`src/sv/ffa_pkg.sv`:
```
// Package for the forest fire automaton step unit: sizes, codes, cell type,
// controller state and command/status types, and the cell update function.
// Depends on nothing; every other file of the block uses it.
package ffa_pkg;

	// Grid and value sizes.
	localparam int MAX_ROWS   = 64;
	localparam int MAX_COLS   = 64;
	localparam int VALUE_BITS = 8;

	localparam int ROW_W     = $clog2(MAX_ROWS);
	localparam int COL_W     = $clog2(MAX_COLS);
	localparam int ROW_CNT_W = $clog2(MAX_ROWS + 1);
	localparam int COL_CNT_W = $clog2(MAX_COLS + 1);
	localparam int CELLS     = MAX_ROWS * MAX_COLS;
	localparam int ADDR_W    = $clog2(CELLS);
	localparam int LB_DEPTH  = 3 * MAX_COLS;
	localparam int LB_AW     = $clog2(LB_DEPTH);
	localparam int CNT_W     = 4;

	// Field widths of the transactions.
	localparam int OP_W       = 2;
	localparam int POS_W      = 6;
	localparam int STATE_W    = 2;
	localparam int VAL_W      = 8;
	localparam int DIM_W      = 7;
	localparam int KIND_W     = 1;
	localparam int CFG_IDX_W  = 2;
	localparam int CFG_DATA_W = 8;
	localparam int S_TDATA_W  = 32;
	localparam int M_TDATA_W  = 24;
	localparam int M_PAD_W    = M_TDATA_W - STATE_W - 2 * VAL_W;

	localparam logic [VAL_W-1:0] VAL_MASK = VAL_W'((1 << VALUE_BITS) - 1);

	// Operation codes.
	localparam logic [OP_W-1:0] OP_WRITE = 2'd0;
	localparam logic [OP_W-1:0] OP_READ  = 2'd1;
	localparam logic [OP_W-1:0] OP_STEP  = 2'd2;

	// Cell state codes.
	localparam logic [STATE_W-1:0] CELL_GROW = 2'd0;
	localparam logic [STATE_W-1:0] CELL_BURN = 2'd1;
	localparam logic [STATE_W-1:0] CELL_DEAD = 2'd2;

	// Result kinds.
	localparam logic [KIND_W-1:0] KIND_READ = 1'b0;
	localparam logic [KIND_W-1:0] KIND_STEP = 1'b1;

	// Register indexes.
	localparam logic [CFG_IDX_W-1:0] CFG_GRID_WIDTH    = 2'd0;
	localparam logic [CFG_IDX_W-1:0] CFG_GRID_HEIGHT   = 2'd1;
	localparam logic [CFG_IDX_W-1:0] CFG_REGROW_HEALTH = 2'd2;
	localparam logic [CFG_IDX_W-1:0] CFG_REGROW_ARMOR  = 2'd3;

	// Reset values.
	localparam logic [DIM_W-1:0] DIM_RESET    = 7'd64;
	localparam logic [VAL_W-1:0] RESET_HEALTH = 8'd10;
	localparam logic [VAL_W-1:0] RESET_ARMOR  = 8'd5;

	typedef struct packed {
		logic [VAL_W-1:0]   armor;
		logic [VAL_W-1:0]   health;
		logic [STATE_W-1:0] state;
	} cell_t;

	typedef enum logic [2:0] {
		S_CLEAR,
		S_IDLE,
		S_READ,
		S_SCAN,
		S_DRAIN,
		S_DONE
	} ctl_state_t;

	typedef struct packed {
		logic accept;
		logic clear_wr;
		logic scan_issue;
		logic out_rd;
		logic out_done;
	} ctl_cmd_t;

	typedef struct packed {
		logic clear_last;
		logic scan_last;
		logic out_valid;
	} ctl_status_t;

	// Linear cell store address of a row and column.
	function automatic logic [ADDR_W-1:0] cell_addr(input logic [ROW_W-1:0] r,
			input logic [COL_W-1:0] c);
		return ADDR_W'(r) * ADDR_W'(MAX_COLS) + ADDR_W'(c);
	endfunction

	// Line buffer address of a slot and column.
	function automatic logic [LB_AW-1:0] lb_addr(input logic [1:0] slot,
			input logic [COL_W-1:0] c);
		return LB_AW'(slot) * LB_AW'(MAX_COLS) + LB_AW'(c);
	endfunction

	// One generation of a single cell, given its burning neighbour count.
	function automatic cell_t next_cell(input cell_t c, input logic [CNT_W-1:0] n,
			input logic [VAL_W-1:0] rh, input logic [VAL_W-1:0] ra);
		cell_t            r;
		logic [VAL_W-1:0] nx;
		r  = c;
		nx = VAL_W'(n);
		if (c.state == CELL_GROW) begin
			r.armor = (c.armor > nx) ? c.armor - nx : '0;
		end
		if (c.state == CELL_BURN) begin
			r.health = (c.health > nx) ? c.health - nx : '0;
		end
		if (c.state == CELL_DEAD) begin
			r.state  = CELL_GROW;
			r.armor  = ra;
			r.health = rh;
		end
		if (r.armor == '0 && r.health != '0) begin
			r.state = CELL_BURN;
		end
		if (r.health == '0) begin
			r.state = CELL_DEAD;
		end
		return r;
	endfunction

endpackage

```
`src/sv/ffa_ctrl.sv`:
```
// Controller of the forest fire automaton step unit: sequences the clearing
// pass, single cell transactions and the generation scan.
// Depends on ffa_pkg for the state, command and status types.
module ffa_ctrl (
	input  logic                      clk,
	input  logic                      arst_n,
	input  logic                      s_tvalid,
	output logic                      s_tready,
	input  logic [ffa_pkg::OP_W-1:0]  op,
	input  logic                      m_tready,
	input  ffa_pkg::ctl_status_t      status,
	output ffa_pkg::ctl_cmd_t         cmd
);

	ffa_pkg::ctl_state_t state_q, state_nx;

	// State register.
	always_ff @(posedge clk or negedge arst_n) begin
		if (!arst_n) begin
			state_q <= ffa_pkg::S_CLEAR;
		end else begin
			state_q <= state_nx;
		end
	end

	// Next state and commands.
	always_comb begin
		state_nx = state_q;
		s_tready = 1'b0;
		cmd      = '0;
		unique case (state_q)
			ffa_pkg::S_CLEAR: begin
				cmd.clear_wr = 1'b1;
				if (status.clear_last) begin
					state_nx = ffa_pkg::S_IDLE;
				end
			end
			ffa_pkg::S_IDLE: begin
				// A new transaction is taken once the result slot is free or freeing.
				s_tready   = !status.out_valid || m_tready;
				cmd.accept = s_tvalid && s_tready;
				if (cmd.accept) begin
					if (op == ffa_pkg::OP_READ) begin
						state_nx = ffa_pkg::S_READ;
					end else if (op == ffa_pkg::OP_STEP) begin
						state_nx = ffa_pkg::S_SCAN;
					end
				end
			end
			ffa_pkg::S_READ: begin
				cmd.out_rd = 1'b1;
				state_nx   = ffa_pkg::S_IDLE;
			end
			ffa_pkg::S_SCAN: begin
				cmd.scan_issue = 1'b1;
				if (status.scan_last) begin
					state_nx = ffa_pkg::S_DRAIN;
				end
			end
			ffa_pkg::S_DRAIN: begin
				state_nx = ffa_pkg::S_DONE;
			end
			ffa_pkg::S_DONE: begin
				if (!status.out_valid || m_tready) begin
					cmd.out_done = 1'b1;
					state_nx     = ffa_pkg::S_IDLE;
				end
			end
			default: begin
				state_nx = ffa_pkg::S_IDLE;
			end
		endcase
	end

`ifndef SYNTHESIS
	// An accepted read loads the result register in the very next cycle.
	a_read_next: assert property (@(posedge clk) disable iff (!arst_n)
		(cmd.accept && op == ffa_pkg::OP_READ) |=> cmd.out_rd)
		else $error("read result not loaded after accepted read");

	// The last scan position is followed by the drain state and then completion.
	a_scan_drain: assert property (@(posedge clk) disable iff (!arst_n)
		(cmd.scan_issue && status.scan_last) |=> ##1 (state_q == ffa_pkg::S_DONE))
		else $error("scan did not finish through the drain cycle");
`endif

endmodule

```
`config.mk`:
```
export PLATFORM = sky130hd
export DESIGN_NAME = ffa_ctrl
export DESIGN_NICKNAME = d
export VERILOG_FILES = /design/src/sv/ffa_pkg.sv /design/src/sv/ffa_ctrl.sv
export SDC_FILE = /design/constraint.sdc
export NUM_CORES = 1
export LEC_CHECK = 0
export ABC_AREA = 1
export CELL_PAD_IN_SITES_DETAIL_PLACEMENT = 1
export CELL_PAD_IN_SITES_GLOBAL_PLACEMENT = 1
export CORE_AREA = 2 2 39 41
export DETAILED_ROUTE_END_ITERATION = 8
export DIE_AREA = 0 0 41 43
export DONT_BUFFER_PORTS = 1
export GPL_TIMING_DRIVEN = 0
export PLACE_DENSITY_LB_ADDON = 0.08
export SYNTH_ARGS = -nofsm -noshare
export SYNTH_HDL_FRONTEND = slang
export SYNTH_SLANG_ARGS = --single-unit
```
`constraint.sdc`:
```
create_clock -name clk -period 2.5 [get_ports clk]
set_clock_uncertainty 0.1 [all_clocks]
set_input_delay 0.25 -clock clk [delete_from_list [all_inputs] [get_ports clk]]
set_output_delay 0.25 -clock clk [all_outputs]
set_load 0.03 [all_outputs]
```
# ---- Word-level counts from Yosys, hierarchy flattened
# Index checks and enable logic that the tools add are counted.
dict set report totals {
  elab_cells 32
  latchBits 0
  register_bits 3
  rom_bits 0
  memories 0
  inputBits 9
  out_inout_bits 6
  ram_bits 0
}
dict set report classes {
  n_eq_ne 12
  n_reduce_logical 5
  div_mod_pow 0
  n_mux 14
  multipliers 0
  shifts 0
  add_sub_neg 0
  bitwise 0
  magnitude_cmp 0
}
# operator count
set op_table {}
lappend op_table {{$mux W3} 6}
lappend op_table {{$pmux W3 S5} 1}
lappend op_table {{$ne A2 B2 Y1 const B} 4}
lappend op_table {{$mux W1} 7}
lappend op_table {{$eq A3 B2 Y1 const B} 2}
lappend op_table {{$eq A3 B3 Y1 const B} 2}
lappend op_table {{$reduce_and A5 Y1} 1}
lappend op_table {{$eq A3 B1 Y1 const B} 1}
lappend op_table {{$logic_not A3 Y1} 1}
lappend op_table {{$ne A3 B3 Y1 const B} 1}
lappend op_table {{$eq A2 B1 Y1 const B} 1}
lappend op_table {{$eq A2 B2 Y1 const B} 1}
lappend op_table {{$logic_and A1 B1 Y1} 1}
lappend op_table {{$logic_not A1 Y1} 1}
lappend op_table {{$logic_or A1 B1 Y1} 1}

# ---- Longest topological paths before layout
dict set report logic_depth {
  ltp_word 5
  depth_mapped 9
  mapped_depth_nobuf 9
}

# ---- Least setup slack after synthesis
# Ideal clock, no wire load.
dict set report synth_path {
  path_kind {reg2out}
  startpoint {register state_q[1]}
  endpoint {output port cmd[4] (netlist bit)}
  path_buffers 0
  path_slack_ns 0.984
  path_stages_with_launch 6
  required_time_ns 2.150
  arrival_ns 1.166
  cell_sequence {dfrtp_1 -> inv_1 -> nand2_1 -> nor2_1 -> inv_1 -> nor2_1}
}
# item line_no
set synth_rtl {}
lappend synth_rtl {{start: declaration} ffa_ctrl.sv:15} ;# ffa_pkg::ctl_state_t state_q, state_nx;
lappend synth_rtl {{start signal: assignment} ffa_ctrl.sv:20} ;# state_q <= ffa_pkg::S_CLEAR;
lappend synth_rtl {{start signal: assignment} ffa_ctrl.sv:22} ;# state_q <= state_nx;
lappend synth_rtl {{end: declaration} ffa_ctrl.sv:12} ;# output ffa_pkg::ctl_cmd_t cmd

# ---- Worst setup path after layout
dict set report layout_path {
  startpoint {register state_q[1]}
  endpoint {output port s_tready}
}
dict set report layout_between {
  elab_chain_cells 2
}
# item line_no
set layout_rtl {}
lappend layout_rtl {{$eq A3 B1 Y1} ffa_ctrl.sv:31} ;# unique case (state_q)
lappend layout_rtl {{$mux W1} ffa_ctrl.sv:31}
lappend layout_rtl {{end: declaration} ffa_ctrl.sv:8} ;# output logic s_tready,
# No other way between the ends.

==> metrics.yaml <==
status: "completed"
vdd_drop_max_uv: 374.9
period_share: 0.7520
area_growth_pct: 19.40
cts_tree: "yes"
routed_wl_um: 761
top_register: "state_q"
nets: 67
internal-power_w: 0.0001961
reg_top3: "state_q (3)"
endpoint_kind: "output port"
drv_cap: 0
post_cts_resized: 0
antenna_found_initial: 0
synth.avg_cell_area_um2: 5.692
overflow: 0
io_pins: 15
p_sw_frac: 0.5616
hold_viol_final: 0
numCtsBuffers: 3
crit_path_start_kind: "register"
cts_sinks: 3
finalWorstSetupSlack_ns: 0.6201
die_h_um: 43
power_frac_comb: 0.583
numPortBuffers: 0
synth_nets: 61
power_frac_seq: 0.230
initial_core_util: 0.2098
clock.fmax_mhz: 531.9
power_w: 0.0004474
final_cell_mix: "inv_1 (12), nor2_1 (12), nand2_1 (11), nand3_1 (4)"
grt_pass1_wl_um: 1248
worstPathRequired_ns: 2.15
post_drt_wl_per_cell_um: 10.57
core_um2: 1384
vias_per_cell: 4.236
cts_root_buffer: "clkbuf_4"
ant_nets: 0
grt_max_degree: 8
path_cells: "inv_1 -> nand2_1 -> nor2_1 -> inv_1 -> nor2_1"
synth.distinct_cells: 13
r2r_slack_ns: 1.28
drcViolationCount: 0
grt_usage: 0.1067
clkLatencyLatePin_ns: 0.23
grt_setup_unrepaired: "no"
setup_violations: 0
critical_path.max_fanout: 4
cp.arrival_ns: 1.53
fin_tns_setup_ns: 0
crit_buf_inv: 2
syn_area_um2: 290.3
dp_slack_ns: 0.8420
dieArea_um2: 1763
ys_warn_count: 0
seq_area_frac_synth: 0.2586
p_leak_nw: 0.2117
cts_max_path_buffers: 2
synth_cells: 51
slew_violations: 0
slew_headroom: 0.3973
ys_seq_elements: 3
power-per-cell-area_nw_per_um2: 1291
grt_pass1_vias: 309
clockPowerShare: 0.187
drt_iter0_drc: 6
cp_slowest_stage_delay_ns: 0.43
die_x_um: 41
num_rows: 14
vias: 305
critPathKind: "reg2out"
clk_pin_slew_ns: 0.04
power_switching_w: 0.0002512
hp-class: "in2reg"
n_antenna_cell: 0
drive_gt1_frac: 0.1250
largest_reg_flops: 3
period_needed_ns: 1.880
slowest_stage: "nor2_1"
place_congestion: 0.6898
max_slew.worst_pin.slew_ns: 0.8971
fillers: 188
path_delay_family: "simple AND/OR/NAND/NOR gates"
dr.pass1.iters: 2
h-tree-depth: 1
hpwl_um: 639.3
-- kinds of logic after synthesis --
| family | count (synthesis) | share of synthesized area |
|---|---|---|
| flip-flops | 3 | 0.2586 |
| AND/OR/NAND/NOR | 32 | 0.4870 |
| AO/OA/AOI/OAI | 2 | 0.04310 |
| buffers and inverters | 13 | 0.1681 |
| adder cells (fa/ha/maj) | 1 | 0.04310 |
-- final cells by class --
type	count	area [um2]	share of cell area
multi-input combinational	35	166.4	0.4801
tap	16	20.02	0.05776
inverter	13	48.80	0.1408
clock buffer	4	26.28	0.07581
sequential	3	75.07	0.2166
timing repair buffer	1	10.01	0.02888
-- path summary, 6_finish.rpt --
| check | to | depth (start not counted) | from |
|---|---|---|---|
| min reg2reg | state_q[1] | 3 | state_q[2] |
| max in group asynchronous | state_q[2] | 1 | arst_n |
| min | state_q[1] | 3 | status[1] |
| max reg2reg | state_q[1] | 6 | state_q[2] |
| min in group asynchronous | state_q[0] | 1 | arst_n |
| max | s_tready | 5 | state_q[1] |
-- what timing repair did --
item                      4_1_cts  5_1_grt
hold endpoints to repair        3        0
buffers inserted                0        0
hold buffers                    1        0
-- routing by layer --
| metal | track usage | part of all wire | wire length (um) |
|---|---|---|---|
| met1 | 0.1396 | 0.48 | 368 |
| met2 | 0.1500 | 0.48 | 365 |
| met3 | 0.04712 | 0.035 | 27 |
| met4 | 0.04000 | 0 | 0 |
| met5 | 0 | 0 | 0 |
-- per-stage QoR --
step / utilization / instances / hold WS (ns) / cell area (um2)
after global placement: 0.2242 / 67 / -0.1455 / 310.3
after floorplan: - / 51 / -0.1456 / 290.3
after detailed placement: 0.2242 / 67 / -0.1455 / 310.3
after CTS: 0.2505 / 72 / 0.08754 / 346.6
after global routing: 0.2505 / 72 / 0.1127 / 346.6
final: 0.2505 / 72 / 0.09607 / 346.6
-- power by group through the flow --
stage               combinational, W  clock [W]  sequential, W
floorplan                   0.000227          0      0.0000940
global placement            0.000261          0       0.000104
detailed placement          0.000264          0       0.000103
CTS                         0.000267  0.0000887       0.000103
global route                0.000299  0.0000917       0.000111
finish                      0.000261  0.0000837       0.000103
-- worst reg2reg max path: cells and delay by family, from the launching register on --
kind          cells  cell delay, ns
simple gates      5            0.45
flops             1            0.44
buf+inv           1            0.12
-- cells in the mapped netlist, drive strengths merged --
cell / count / area, um2
nor2: 14 / 57.55
inv: 13 / 48.79
nand2: 11 / 41.29
nand3: 5 / 30.03
dfrtp: 3 / 75.07
ha: 1 / 12.51
nand3b: 1 / 7.510
nor3: 1 / 5.000
o211ai: 1 / 7.510
o21ai: 1 / 5.000
Power figures use the tool's default switching activity.
